[src/modbus_rtu_response_parser_assert.svh]
// Assertion macros shared by the Modbus RTU response parser RTL.
// Included by the modules that carry concurrent checks; no other dependencies.
`ifndef MODBUS_RTU_RESPONSE_PARSER_ASSERT_SVH
`define MODBUS_RTU_RESPONSE_PARSER_ASSERT_SVH
`ifndef ASSERT_OFF
// Checks that a condition holds at every clock edge out of reset.
`define MRP_ASSERT(lbl, clk, rst_n, expr) \
    lbl: assert property (@(posedge clk) disable iff (!rst_n) (expr)) \
        else $error("mrp assertion failed");
// Checks that a consequent holds in the same cycle as its antecedent.
`define MRP_ASSERT_IMP(lbl, clk, rst_n, ante, cons) \
    lbl: assert property (@(posedge clk) disable iff (!rst_n) (ante) |-> (cons)) \
        else $error("mrp implication failed");
// Checks that a consequent holds in the cycle after its antecedent.
`define MRP_ASSERT_NEXT(lbl, clk, rst_n, ante, cons) \
    lbl: assert property (@(posedge clk) disable iff (!rst_n) (ante) |=> (cons)) \
        else $error("mrp next-cycle check failed");
`else
`define MRP_ASSERT(lbl, clk, rst_n, expr)
`define MRP_ASSERT_IMP(lbl, clk, rst_n, ante, cons)
`define MRP_ASSERT_NEXT(lbl, clk, rst_n, ante, cons)
`endif
`endif

[src/mrp_pkg.sv]
// Shared types, constants and the CRC-16 byte update for the response parser.
// No dependencies; the APB config, the parser core and the top level import this package.
`timescale 1ns / 1ps
`default_nettype none

package mrp_pkg;

    localparam logic [15:0] CRC_INIT        = 16'hFFFF;
    localparam logic [15:0] CRC_POLY        = 16'hA001;
    localparam logic [8:0]  POS_MAX         = 9'd511;
    localparam int unsigned EXC_BIT         = 7;
    localparam logic [7:0]  MAX_PAYLOAD_RST = 8'd252;
    localparam logic [7:0]  WRITE_COUNT     = 8'd4;

    // APB byte address of the one configuration register
    localparam logic [1:0]  ADDR_MAX_PAYLOAD = 2'd0;

    typedef enum logic [2:0] {
        ST_OK    = 3'd0,
        ST_SHORT = 3'd1,
        ST_CRC   = 3'd2,
        ST_LEN   = 3'd3,
        ST_UNSUP = 3'd4
    } t_status;

    localparam logic [7:0] FC_READ_COILS    = 8'd1;
    localparam logic [7:0] FC_READ_HOLDING  = 8'd4;
    localparam logic [7:0] FC_WRITE_COIL    = 8'd5;
    localparam logic [7:0] FC_WRITE_REG     = 8'd6;
    localparam logic [7:0] FC_WRITE_COILS   = 8'd15;
    localparam logic [7:0] FC_WRITE_REGS    = 8'd16;

    typedef struct packed {
        logic       last;
        logic [2:0] status;
        logic [7:0] unit_addr;
        logic [7:0] fn_code;
        logic       exc_flag;
        logic [7:0] exc_code;
        logic [7:0] pay_len;
        logic [7:0] data_index;
        logic [7:0] data_value;
        logic [15:0] frame_crc;
    } t_result;

    // Reflected CRC-16 update of one byte, eight shift steps.
    function automatic logic [15:0] crc_feed(input logic [15:0] c, input logic [7:0] b);
        logic [15:0] v;
        v = c ^ {8'h00, b};
        for (int k = 0; k < 8; k++) begin
            if (v[0]) begin
                v = (v >> 1) ^ CRC_POLY;
            end else begin
                v = v >> 1;
            end
        end
        return v;
    endfunction

    function automatic logic is_read_fc(input logic [7:0] f);
        return (f >= FC_READ_COILS) && (f <= FC_READ_HOLDING);
    endfunction

    function automatic logic is_write_fc(input logic [7:0] f);
        return (f == FC_WRITE_COIL) || (f == FC_WRITE_REG) ||
               (f == FC_WRITE_COILS) || (f == FC_WRITE_REGS);
    endfunction

endpackage

`default_nettype wire

[src/mrp_stream_if.sv]
// Valid/ready stream interfaces for received bytes and parser results.
// No dependencies.
`timescale 1ns / 1ps
`default_nettype none

interface mrp_rx_if;
    logic       valid;
    logic       ready;
    logic [7:0] rx_byte;
    logic       frame_end;

    modport source (output valid, output rx_byte, output frame_end, input ready);
    modport sink   (input valid, input rx_byte, input frame_end, output ready);
endinterface

interface mrp_res_if;
    logic        valid;
    logic        ready;
    logic        last;
    logic [2:0]  status;
    logic [7:0]  unit_addr;
    logic [7:0]  fn_code;
    logic        exc_flag;
    logic [7:0]  exc_code;
    logic [7:0]  pay_len;
    logic [7:0]  data_index;
    logic [7:0]  data_value;
    logic [15:0] frame_crc;

    modport source (output valid, output last, output status, output unit_addr,
                    output fn_code, output exc_flag, output exc_code,
                    output pay_len, output data_index, output data_value,
                    output frame_crc, input ready);
    modport sink   (input valid, input last, input status, input unit_addr,
                    input fn_code, input exc_flag, input exc_code,
                    input pay_len, input data_index, input data_value,
                    input frame_crc, output ready);
endinterface

`default_nettype wire

[src/mrp_apb_cfg.sv]
// APB configuration register block holding the read payload limit.
// Depends on mrp_pkg.
`timescale 1ns / 1ps
`default_nettype none

module mrp_apb_cfg
    import mrp_pkg::*;
(
    input  wire logic        i_clk,
    input  wire logic        i_rst_n,
    input  wire logic        psel,
    input  wire logic        penable,
    input  wire logic        pwrite,
    input  wire logic [1:0]  paddr,
    input  wire logic [31:0] pwdata,
    output logic      [31:0] prdata,
    output logic             pready,
    output logic      [7:0]  o_max_payload
);

    logic [7:0] r_max_payload;
    logic       wr_hit;

    assign pready = 1'b1;
    assign wr_hit = psel && penable && pwrite && pready && (paddr == ADDR_MAX_PAYLOAD);

    always_ff @(posedge i_clk) begin
        if (!i_rst_n) begin
            r_max_payload <= MAX_PAYLOAD_RST;
        end else if (wr_hit) begin
            r_max_payload <= pwdata[7:0];
        end
    end

    assign prdata        = (paddr == ADDR_MAX_PAYLOAD) ? {24'h000000, r_max_payload} : 32'h0;
    assign o_max_payload = r_max_payload;

endmodule

`default_nettype wire

[src/mrp_parse.sv]
// Frame state, streaming CRC, frame checks and the result register.
// Depends on mrp_pkg, mrp_stream_if and the assertion macro header.
`timescale 1ns / 1ps
`default_nettype none

`include "modbus_rtu_response_parser_assert.svh"

module mrp_parse
    import mrp_pkg::*;
(
    input  wire logic       i_clk,
    input  wire logic       i_rst_n,
    input  wire logic       i_valid,
    input  wire logic [7:0] i_rx_byte,
    input  wire logic       i_frame_end,
    output logic            o_ready,
    input  wire logic [7:0] i_max_payload,
    mrp_res_if.source       o_res
);

    logic [8:0]  r_pos;
    logic [15:0] r_crc;
    logic [7:0]  r_d0;
    logic [7:0]  r_d1;
    logic [7:0]  r_dev;
    logic [7:0]  r_fn;
    logic [7:0]  r_third;
    logic        r_out_valid;
    t_result     r_res;

    logic        fire;
    logic [15:0] n_crc;
    logic [7:0]  dev_eff;
    logic [7:0]  fn_eff;
    logic [7:0]  third_eff;
    logic [9:0]  len;
    logic [15:0] rcrc;
    logic [8:0]  pos_m3;
    logic [8:0]  pos_m2;
    logic        n_emit;
    t_result     n_res;

    assign o_ready = !r_out_valid || o_res.ready;
    assign fire    = i_valid && o_ready;

    always_comb begin
        n_crc     = (r_pos >= 9'd2) ? crc_feed(r_crc, r_d1) : r_crc;
        dev_eff   = (r_pos == 9'd0) ? i_rx_byte : r_dev;
        fn_eff    = (r_pos == 9'd1) ? i_rx_byte : r_fn;
        third_eff = (r_pos == 9'd2) ? i_rx_byte : r_third;
        len       = {1'b0, r_pos} + 10'd1;
        rcrc      = {i_rx_byte, r_d0};
        pos_m3    = r_pos - 9'd3;
        pos_m2    = r_pos - 9'd2;
        n_emit    = 1'b0;
        n_res     = '0;

        if (i_frame_end) begin
            n_emit    = 1'b1;
            n_res.last = 1'b1;
            if (r_pos < 9'd2) begin
                n_res.status = ST_SHORT;
            end else if (rcrc != n_crc) begin
                n_res.status = ST_CRC;
            end else begin
                n_res.unit_addr = dev_eff;
                n_res.fn_code   = fn_eff;
                if (fn_eff[EXC_BIT]) begin
                    n_res.exc_flag  = 1'b1;
                    n_res.exc_code  = third_eff;
                    n_res.frame_crc = rcrc;
                end else if (is_read_fc(fn_eff)) begin
                    if ((third_eff > i_max_payload) ||
                        (len < (10'd5 + {2'b00, third_eff}))) begin
                        n_res.status = ST_LEN;
                    end else begin
                        n_res.pay_len   = third_eff;
                        n_res.frame_crc = rcrc;
                    end
                end else if (is_write_fc(fn_eff)) begin
                    if (len < 10'd6) begin
                        n_res.status = ST_LEN;
                    end else begin
                        n_res.pay_len   = WRITE_COUNT;
                        n_res.frame_crc = rcrc;
                    end
                end else begin
                    n_res.status = ST_UNSUP;
                end
            end
        end else begin
            // Payload bytes: the declared count for reads, four bytes for writes.
            if ((r_pos >= 9'd3) && is_read_fc(fn_eff) && (r_third <= i_max_payload) &&
                (pos_m3 < {1'b0, r_third})) begin
                n_emit           = 1'b1;
                n_res.pay_len    = r_third;
                n_res.data_index = pos_m3[7:0];
            end else if ((r_pos >= 9'd2) && (r_pos <= 9'd5) && is_write_fc(fn_eff)) begin
                n_emit           = 1'b1;
                n_res.pay_len    = WRITE_COUNT;
                n_res.data_index = pos_m2[7:0];
            end
            if (n_emit) begin
                n_res.unit_addr  = dev_eff;
                n_res.fn_code    = fn_eff;
                n_res.data_value = i_rx_byte;
            end
        end
    end

    always_ff @(posedge i_clk) begin
        if (!i_rst_n) begin
            r_pos       <= 9'd0;
            r_crc       <= CRC_INIT;
            r_d0        <= 8'h00;
            r_d1        <= 8'h00;
            r_dev       <= 8'h00;
            r_fn        <= 8'h00;
            r_third     <= 8'h00;
            r_out_valid <= 1'b0;
        end else begin
            if (fire) begin
                r_out_valid <= n_emit;
                if (i_frame_end) begin
                    r_pos   <= 9'd0;
                    r_crc   <= CRC_INIT;
                    r_d0    <= 8'h00;
                    r_d1    <= 8'h00;
                    r_dev   <= 8'h00;
                    r_fn    <= 8'h00;
                    r_third <= 8'h00;
                end else begin
                    r_crc   <= n_crc;
                    r_dev   <= dev_eff;
                    r_fn    <= fn_eff;
                    r_third <= third_eff;
                    r_d1    <= r_d0;
                    r_d0    <= i_rx_byte;
                    if (r_pos != POS_MAX) begin
                        r_pos <= r_pos + 9'd1;
                    end
                end
            end else if (o_res.ready) begin
                r_out_valid <= 1'b0;
            end
        end
    end

    always_ff @(posedge i_clk) begin
        if (fire && n_emit) begin
            r_res <= n_res;
        end
    end

    assign o_res.valid      = r_out_valid;
    assign o_res.last       = r_res.last;
    assign o_res.status     = r_res.status;
    assign o_res.unit_addr  = r_res.unit_addr;
    assign o_res.fn_code    = r_res.fn_code;
    assign o_res.exc_flag   = r_res.exc_flag;
    assign o_res.exc_code   = r_res.exc_code;
    assign o_res.pay_len    = r_res.pay_len;
    assign o_res.data_index = r_res.data_index;
    assign o_res.data_value = r_res.data_value;
    assign o_res.frame_crc  = r_res.frame_crc;

    // A frame end always restarts the position count.
    `MRP_ASSERT_NEXT(a_end_clears_pos, i_clk, i_rst_n, fire && i_frame_end, r_pos == 9'd0)
    // The CRC starts accumulating only once the third byte has been taken.
    `MRP_ASSERT_IMP(a_crc_idle_early, i_clk, i_rst_n, r_pos <= 9'd2, r_crc == CRC_INIT)
    // Payload words always carry an ok status.
    `MRP_ASSERT_IMP(a_payload_ok, i_clk, i_rst_n, r_out_valid && !r_res.last,
                    r_res.status == ST_OK)
    // The exception flag only appears with bit 7 of the function code set.
    `MRP_ASSERT_IMP(a_exc_bit, i_clk, i_rst_n, r_out_valid && r_res.exc_flag,
                    r_res.fn_code[EXC_BIT])

endmodule

`default_nettype wire

[src/modbus_rtu_response_parser.sv]
// Top level of the Modbus RTU response parser: input register, APB config, parser core.
// Depends on mrp_pkg, mrp_stream_if, mrp_apb_cfg and mrp_parse.
//
// Usage: the receive channel i_rx carries one frame byte per word, in wire order,
// with frame_end set on the last byte of each response frame. The result channel
// o_res returns one word for every payload byte of a supported read or write
// response (last low), and one status word per frame (last high) that reports ok,
// too short, CRC error, bad length or unsupported function. Payload words are sent
// as the bytes arrive; a consumer keeps them only if the closing status is ok.
// Bytes pass the input, then the result register. The block takes one byte per cycle
// unless the output stalls: the CRC update is an eight-step XOR network on the byte
// two positions back, so nothing loops across cycles. A byte that yields no result
// simply leaves no output word. The APB port holds max_payload at byte address 0
// (reset value 252); the user must write it only while no frame is in flight; the block
// does not enforce it. Reset (synchronous, active low) clears the frame state, the CRC
// to 0xFFFF and both valid flags. When the receiver stalls, the result register holds
// its word and the input register still takes one more byte before ready drops.
`timescale 1ns / 1ps
`default_nettype none

module modbus_rtu_response_parser
    import mrp_pkg::*;
(
    input  wire logic        i_clk,
    input  wire logic        i_rst_n,
    mrp_rx_if.sink           i_rx,
    mrp_res_if.source        o_res,
    input  wire logic        psel,
    input  wire logic        penable,
    input  wire logic        pwrite,
    input  wire logic [1:0]  paddr,
    input  wire logic [31:0] pwdata,
    output logic      [31:0] prdata,
    output logic             pready
);

    // Input register: decouples the receive handshake from the parser core.
    logic       r_s1_valid;
    logic [7:0] r_s1_byte;
    logic       r_s1_end;
    logic       core_ready;
    logic [7:0] max_payload;

    // The input register is free when empty or when the core takes its byte now.
    assign i_rx.ready = !r_s1_valid || core_ready;

    always_ff @(posedge i_clk) begin
        if (!i_rst_n) begin
            r_s1_valid <= 1'b0;
        end else if (i_rx.ready) begin
            r_s1_valid <= i_rx.valid;
        end
    end

    always_ff @(posedge i_clk) begin
        if (i_rx.valid && i_rx.ready) begin
            r_s1_byte <= i_rx.rx_byte;
            r_s1_end  <= i_rx.frame_end;
        end
    end

    mrp_apb_cfg u_cfg (
        .i_clk         (i_clk),
        .i_rst_n       (i_rst_n),
        .psel          (psel),
        .penable       (penable),
        .pwrite        (pwrite),
        .paddr         (paddr),
        .pwdata        (pwdata),
        .prdata        (prdata),
        .pready        (pready),
        .o_max_payload (max_payload)
    );

    // The core does all frame bookkeeping and owns the result register.
    mrp_parse u_parse (
        .i_clk         (i_clk),
        .i_rst_n       (i_rst_n),
        .i_valid       (r_s1_valid),
        .i_rx_byte     (r_s1_byte),
        .i_frame_end   (r_s1_end),
        .o_ready       (core_ready),
        .i_max_payload (max_payload),
        .o_res         (o_res)
    );

endmodule

`default_nettype wire
[src/flat_wrapper.sv]
// flat-port wrapper written by rule: the top's interface ports become plain ports
module modbus_rtu_response_parser_flat import mrp_pkg::*;
  (i_clk, i_rst_n, psel, penable, pwrite, paddr, pwdata, prdata, pready, i_rx_valid, i_rx_rx_byte, i_rx_frame_end, i_rx_ready, o_res_valid, o_res_last, o_res_status, o_res_unit_addr, o_res_fn_code, o_res_exc_flag, o_res_exc_code, o_res_pay_len, o_res_data_index, o_res_data_value, o_res_frame_crc, o_res_ready);
  mrp_rx_if i_rx_i ();
  mrp_res_if o_res_i ();
  input  wire logic i_clk;
  input  wire logic i_rst_n;
  input  wire logic psel;
  input  wire logic penable;
  input  wire logic pwrite;
  input  wire logic [1:0] paddr;
  input  wire logic [31:0] pwdata;
  output logic      [31:0] prdata;
  output logic pready;
  input wire logic [$bits(i_rx_i.valid)-1:0] i_rx_valid;
  input wire logic [$bits(i_rx_i.rx_byte)-1:0] i_rx_rx_byte;
  input wire logic [$bits(i_rx_i.frame_end)-1:0] i_rx_frame_end;
  output wire logic [$bits(i_rx_i.ready)-1:0] i_rx_ready;
  output wire logic [$bits(o_res_i.valid)-1:0] o_res_valid;
  output wire logic [$bits(o_res_i.last)-1:0] o_res_last;
  output wire logic [$bits(o_res_i.status)-1:0] o_res_status;
  output wire logic [$bits(o_res_i.unit_addr)-1:0] o_res_unit_addr;
  output wire logic [$bits(o_res_i.fn_code)-1:0] o_res_fn_code;
  output wire logic [$bits(o_res_i.exc_flag)-1:0] o_res_exc_flag;
  output wire logic [$bits(o_res_i.exc_code)-1:0] o_res_exc_code;
  output wire logic [$bits(o_res_i.pay_len)-1:0] o_res_pay_len;
  output wire logic [$bits(o_res_i.data_index)-1:0] o_res_data_index;
  output wire logic [$bits(o_res_i.data_value)-1:0] o_res_data_value;
  output wire logic [$bits(o_res_i.frame_crc)-1:0] o_res_frame_crc;
  input wire logic [$bits(o_res_i.ready)-1:0] o_res_ready;
  assign i_rx_i.valid = i_rx_valid;
  assign i_rx_i.rx_byte = i_rx_rx_byte;
  assign i_rx_i.frame_end = i_rx_frame_end;
  assign i_rx_ready = i_rx_i.ready;
  assign o_res_valid = o_res_i.valid;
  assign o_res_last = o_res_i.last;
  assign o_res_status = o_res_i.status;
  assign o_res_unit_addr = o_res_i.unit_addr;
  assign o_res_fn_code = o_res_i.fn_code;
  assign o_res_exc_flag = o_res_i.exc_flag;
  assign o_res_exc_code = o_res_i.exc_code;
  assign o_res_pay_len = o_res_i.pay_len;
  assign o_res_data_index = o_res_i.data_index;
  assign o_res_data_value = o_res_i.data_value;
  assign o_res_frame_crc = o_res_i.frame_crc;
  assign o_res_i.ready = o_res_ready;
  modbus_rtu_response_parser u_core (.i_clk(i_clk), .i_rst_n(i_rst_n), .i_rx(i_rx_i), .o_res(o_res_i), .psel(psel), .penable(penable), .pwrite(pwrite), .paddr(paddr), .pwdata(pwdata), .prdata(prdata), .pready(pready));
endmodule
[config.mk]
export PLATFORM = sky130hd
export DESIGN_NAME = modbus_rtu_response_parser_flat
export DESIGN_NICKNAME = d
export VERILOG_FILES = /design/src/mrp_pkg.sv /design/src/mrp_stream_if.sv /design/src/mrp_apb_cfg.sv /design/src/mrp_parse.sv /design/src/modbus_rtu_response_parser.sv /design/src/flat_wrapper.sv
export VERILOG_INCLUDE_DIRS = /design/src /design/src/src
export SDC_FILE = /design/constraint.sdc
export NUM_CORES = 1
export LEC_CHECK = 0
export ABC_AREA = 1
export BUFFER_PORTS_ARGS = -buffer_cell sky130_fd_sc_hd__buf_2
export CORE_ASPECT_RATIO = 1.5
export CORE_MARGIN = 4
export CORE_UTILIZATION = 37
export CTS_CLUSTER_DIAMETER = 50
export CTS_CLUSTER_SIZE = 30
export DETAILED_ROUTE_END_ITERATION = 8
export GPL_TIMING_DRIVEN = 1
export PLACE_DENSITY = 0.64
export SLEW_MARGIN = 10
export SYNTH_ARGS = -nofsm -noshare
export SYNTH_HDL_FRONTEND = slang
export SYNTH_SLANG_ARGS = --single-unit
[constraint.sdc]
create_clock -name i_clk -period 5.28 [get_ports i_clk]
set_input_delay 0.264 -clock i_clk [delete_from_list [all_inputs] [get_ports i_clk]]
set_output_delay 0.264 -clock i_clk [all_outputs]
set_load 0.1 [all_outputs]
==> run_results.csv, run 1 <==
group,metric,value,unit
power_and_ir_drop,irDropWorstVdd,0.2441,mV
clock_network,cts_resized,0,
route,ant_nets,0,
power_and_ir_drop,switching_share,0.3067,
cells_and_area,diodes,0,
yosys,synthArstFlopShare,0,
job,cap_viol_max_count,0,
sta,finalCriticalPeriod,4483,ps
sta,fin_tns_setup,0,ps
yosys,yosysUniqueCellTypes,45,
cells_and_area,most-common-layout-cells,"335 x nand2_1, 131 x inv_1, 104 x buf_2",
clock_network,cts_tree,"built",
power_and_ir_drop,combPwrFrac,0.143,
clock_network,clockRootBuffer,"clkbuf_16",
yosys,syn_avg_cell_area,7.807,um^2
route,post-route-drc-count,0,
route,drt_iter0_drc,427,
route,avgViaCountPerCell,5.035,
floorplanning,die_h,195.0,um
global_routing,track_usage,0.1838,
floorplanning,die_area,25870,um^2
floorplanning,die_x,132.7,um
setup_path,cp_data_required_time,5440,ps
yosys,syn_area,8627,um^2
route,vias,7558,
cells_and_area,drive_above_1_share,0.1441,
power_and_ir_drop,p_clk_frac,0.416,
setup_path,crit_path_start_kind,"flop",
sta,drv_slew,0,
floorplanning,initial_core_util,0.3755,
floorplanning,pin_count,154,
cells_and_area,nets,1299,
sta,max_freq,0.2231,GHz
global_routing,grt.overflow.total,0,
sta,clock-skew-final,10.19,ps
power_and_ir_drop,internal_power,0.002051,W
yosys,synth-edff-count,78,
clock_network,cts_buffer_depth,2,
route,wl,23.79,mm
cells_and_area,syn2layout_area_growth,15.24,%
clock_network,cts.sinks,153,
cells_and_area,postLayoutCellArea,9942,um^2
clock_network,clk_pin_slew_worst_paths,60,ps
sta,worstMarginPinSlew,984.8,ps
floorplanning,coreArea,22970,um^2
sta,rsz0062_at_grt,"false",
sta,period_share,0.8491,
place,portBuffers,104,
sta,setup_viol,0,
yosys,syn_inst,1105,
clock_network,clk_latency,430,ps
sta,final_hold_viol_count,0,
sta,max-slew-margin-rel,0.3384,
cells_and_area,layout_commonest_cell,"nand2_1",
place,gp_congestion,0.9082,
floorplanning,rows,68,
clock_network,postCtsSetupBuffers,0,
route,dr.pass1.iters,7,
power_and_ir_drop,pwr-share-seq,0.441,
clock_network,htreeDepth,4,
global_routing,grt_max_degree,52,
yosys,synthFlopType,"edfxtp_1",
global_routing,grt_pass1_vias,7296,
clock_network,numCtsBuffers,17,
setup_path,crit_type,"reg2reg",
route,wire_per_inst,15.85,um
place,placed_area,9290,um^2
setup_path,worstSetupEndpointType,"flop",
global_routing,grt_antenna_before_repair,0,
power_and_ir_drop,p_per_area,297.5,nW/um^2
global_routing,grt_pass1_wl,37.43,mm
yosys,ys_ff_latch,153,
run_status,outcome,"complete, no violations",
power_and_ir_drop,cellLeakagePower,4.316,nW
yosys,ys_seq_area_frac,0.4455,
yosys,ys_warn_count,0,
place,hpwl,16.98,mm
worst_hold_path,worstHoldPathType,"in2reg",
setup_path,path_max_fanout,16,
power_and_ir_drop,switchingPower,0.0009071,W
sta,whs,21.78,ps
setup_path,critPathArrivalTime,4650,ps
-- per-stage QoR --
step	worst slack (ps)	utilization	cells	total power (W)
2_1_floorplan	1254	-	1128	0.001681
3_3_place_gp	951.5	0.4044	1463	0.001744
3_5_place_dp	858.3	0.4044	1463	0.001748
4_1_cts	855.5	0.4324	1500	0.002984
5_1_grt	391.9	0.4328	1501	0.003063
6_report	797.0	0.4328	1501	0.002958
-- final timing paths --
check / startpoint / endpoint / slack [ps] / cells past startpoint
max: u_core.u_parse.r_pos[0] / u_core.u_parse.o_res.frame_crc[13] / 800 / 20
min: i_rx_rx_byte[3] / u_core.r_s1_byte[3] / 20 / 1
max reg2reg: u_core.u_parse.r_pos[0] / u_core.u_parse.o_res.frame_crc[13] / 800 / 20
min reg2reg: u_core.u_parse.r_fn[5] / u_core.u_parse.r_fn[5] / 470 / 2
-- repair_timing --
action / 4_1_cts / 5_1_grt
endpoints found under the hold margin: 5 / 1
hold buffers: 5 / 1
endpoints found under the setup margin: 0 / 0
-- Yosys cell counts, types with 23 or more instances --
library cell | instances | area share
inv_1 | 132 | 0.057
a21oi_1 | 74 | 0.043
edfxtp_1 | 78 | 0.27
buf_4 | 28 | 0.024
nor2_1 | 87 | 0.038
o22ai_1 | 23 | 0.017
o21ai_0 | 43 | 0.025
ha_1 | 41 | 0.059
clkbuf_1 | 23 | 0.010
nand3_1 | 39 | 0.023
nand2_1 | 335 | 0.15
dfxtp_1 | 75 | 0.17
-- final cells by class --
cell class,count,area [um^2]
fillers,2326,13030
multi-input cells,777,3956
flip-flops and latches,153,3844
repair buffers,122,683.2
inverters,137,516.7
clock buffers,18,429.2
well taps,280,350.3
clock inverters,14,162.7
-- logic make-up (layout without fill, tap and decap cells) --
kind of cell | count (synthesis) | in the layout | synth area share
other | 2 | 25 | 0.0008705
buffers and inverters | 198 | 291 | 0.1059
AOI/OAI and AO/OA | 177 | 177 | 0.1166
xor gates and xnor gates | 21 | 21 | 0.02132
DFF | 153 | 153 | 0.4455
adders and majority gates | 41 | 41 | 0.05946
and+or+nand+nor | 513 | 513 | 0.2503
-- routing by layer --
layer  routed length [um]  track usage  vias up
met2                12690       0.3456      227
li1                     -            -     3776
met1                 9154       0.1958     3500
met3                 1067      0.03325       55
met5                    0            0        -
met4                  877      0.08860        0
-- worst max-delay path: stages (launching register included) --
cell and delay [ps]:
dfxtp_1 520, inv_1 180, ha_1 210, nand2_1 220, nor2_1 140, buf_4 190, o21ai_1 550, nand3_1 200
nor3_1 210, xor2_1 230, ha_1 280, a21oi_1 170, o211ai_1 100, nor2_1 110, nand2_1 50, nand2_1 100
nand2_1 80, nand2_1 90, o21ai_1 80, inv_1 390, nor2_1 90
-- power by group through the flow --
stage          clock (W)  sequential [W]  combinational [W]
5_1_grt          0.00131         0.00130           0.000450
2_1_floorplan          0         0.00144           0.000243
3_5_place_dp           0         0.00133           0.000419
6_report         0.00123         0.00130           0.000424
4_1_cts          0.00126         0.00130           0.000423
3_3_place_gp           0         0.00133           0.000416
(Power assumes the default switching activity.)
==> run 2: changes to the inputs <==
PLACE_DENSITY = 0.66   (was 0.64)
clock period = 3.7 ns   (was 5.28 ns; I/O delays follow)
==> run_results.csv, run 2 (synthesized netlist as in run 1, its figures left out) <==
group,metric,value,unit
sta,drv_slew,0,
place,portBuffers,104,
clock_network,clockRootBuffer,"clkbuf_16",
worst_hold_path,worstHoldPathType,"in2reg",
route,dr.pass1.iters,5,
route,wl_met3,1.077,mm
run_status,outcome,"complete, no violations",
global_routing,grt_pass1_vias,7677,
sta,max_freq,0.2839,GHz
route,ant_nets,0,
place,placed_area,9654,um^2
floorplanning,initial_core_util,0.3755,
floorplanning,coreArea,22970,um^2
place,gp_congestion,0.9271,
setup_path,worst_r2r_path_depth,23,
cells_and_area,most-common-layout-cells,"331 x nand2_1, 129 x inv_1, 104 x buf_2",
floorplanning,die_h,195.0,um
route,met2WireLength,13.08,mm
route,avgViaCountPerCell,5.073,
job,cap_viol_max_count,0,
global_routing,grt_max_degree,44,
global_routing,track_usage,0.1919,
worst_hold_path,holdPathEnd,"u_core.r_s1_valid",
route,drt_iter0_drc,640,
setup_path,worstSetupEndpointType,"flop",
clock_network,cts.sinks,153,
clock_network,htreeDepth,4,
floorplanning,rows,68,
global_routing,grt_pass1_wl,39.07,mm
route,wire_per_inst,16.08,um
cells_and_area,layout_commonest_cell,"nand2_1",
cells_and_area,syn2layout_area_growth,23.15,%
setup_path,path_max_fanout,8,
cells_and_area,postLayoutCellArea,10620,um^2
worst_hold_path,worstHoldStart,"i_rx_valid",
route,vias,7904,
sta,clock-skew-final,13.69,ps
sta,final_hold_viol_count,0,
worst_hold_path,hold-path-cell-count,3,
sta,period_share,0.9520,
setup_path,critPathArrivalTime,3770,ps
floorplanning,die_x,132.7,um
route,routed.top_layer,"met4",
clock_network,clk_pin_slew_worst_paths,70,ps
global_routing,grt_antenna_before_repair,0,
clock_network,numCtsBuffers,17,
power_and_ir_drop,cellLeakagePower,4.680,nW
power_and_ir_drop,finalPower,0.004406,W
clock_network,cts_tree,"built",
setup_path,crit_type,"reg2reg",
setup_path,crit_path_start_kind,"flop",
sta,whs,22.07,ps
cells_and_area,fillCellCount,2268,
setup_path,r2r_end,"u_core.u_parse.o_res.status[0]",
sta,max-slew-margin-rel,0.2907,
route,wirelength_met1,9.490,mm
setup_path,reg2reg_slack,180,ps
sta,finalCriticalPeriod,3522,ps
route,wl,25.06,mm
place,hpwl,18.02,mm
clock_network,clk_latency,440,ps
cells_and_area,nets,1356,
sta,setup_viol,0,
global_routing,grt.overflow.total,0,
cells_and_area,diodes,0,
route,post-route-drc-count,0,
power_and_ir_drop,irDropWorstVdd,0.3225,mV
sta,worstMarginPinSlew,1056,ps
setup_path,r2r_start,"u_core.u_parse.r_pos[6]",
cells_and_area,drive_above_1_share,0.1941,
clock_network,cts_buffer_depth,2,
power_and_ir_drop,p_per_area,414.7,nW/um^2
setup_path,cp_data_required_time,3950,ps
floorplanning,pin_count,154,
floorplanning,die_area,25870,um^2
[run 2: cell types whose count changed in the layout (fill, tap and decap cells not counted), sizes merged]
cell         delta
clkinv          +2
bufinv          +1
buf            +46
clkinvlp        -2
clkbuf          +2
inv             -1
dlygate4sd3     +9
[run 2: report_power, final]
part / total [W] / switching, W / internal, W
registers: 0.00185 / 0.0000320 / 0.00182
clock network: 0.00189 / 0.000781 / 0.00111
logic: 0.000661 / 0.000533 / 0.000128
total: 0.00441 / 0.00135 / 0.00306
[run 2: cell type report]
type / instances / area, um^2 / share of cell area
multi-input cells: 777 / 4058 / 0.3819
flip-flops and latches: 153 / 3844 / 0.3618
repair buffers: 179 / 1206 / 0.1135
inverters: 137 / 523.0 / 0.04923
clock buffers: 18 / 439.2 / 0.04134
well taps: 280 / 350.3 / 0.03298
clock inverters: 14 / 203.9 / 0.01920
[run 2: worst max-delay path: stages, from the launching register on]
cell and delay (ps):
dfxtp_1 330, nor2_2 170, nand3_2 110, inv_2 70
nand2_2 60, nor2_4 180, buf_12 150, nand2_1 60
o21ai_2 100, inv_2 60, o21ai_2 170, nand3_2 100
nor3_2 190, xor2_1 180, ha_1 270, a21oi_2 150
o211ai_1 110, nor2_1 120, nand2_1 70, nand2_2 70
nand2_1 80, o21ai_0 140, nand3_1 110, a21oi_1 240
[run 2: stage by stage]
step / setup TNS [ps] / worst slack [ps] / instances / utilization
after floorplan: 0 / 1.022 / 1128 / -
after global placement: 0 / 90.34 / 1506 / 0.4203
after detailed placement: 0 / 33.57 / 1506 / 0.4203
after CTS: 0 / 5.874 / 1553 / 0.4548
after global routing: -429.0 / -37.81 / 1558 / 0.4625
final: 0 / 177.6 / 1558 / 0.4625
[run 2: layer usage]
metal  vias up  GRT usage
met3        86    0.03015
met4         0     0.1202
met5         -          0
met1      3666     0.2089
met2       260     0.3454
li1       3892          -
[run 2: repair_timing]
item                                   4_1_cts  5_1_grt
buffers inserted                             0        3
hold buffers                                15        0
setup endpoints to repair                    2      112
pin swaps                                    0       11
endpoints found under the hold margin       15        0
cloned                                       0        2
gates resized for setup                      1       39
[run 2: how the worst max path moves through the flow]
stage | from | end | slack [ps]
global route | u_core.u_parse.r_pos[6] | u_core.u_parse.o_res.frame_crc[12] | -40
CTS | u_core.u_parse.r_pos[5] | u_core.u_parse.o_res.frame_crc[2] | 6
global placement | u_core.u_parse.r_pos[5] | u_core.u_parse.o_res.frame_crc[13] | 90
floorplan | u_core.u_parse.r_pos[1] | u_core.u_parse.o_res.data_index[0] | 1
finish | u_core.u_parse.r_pos[6] | u_core.u_parse.o_res.status[0] | 180
detailed placement | u_core.u_parse.r_pos[5] | u_core.u_parse.o_res.frame_crc[15] | 30
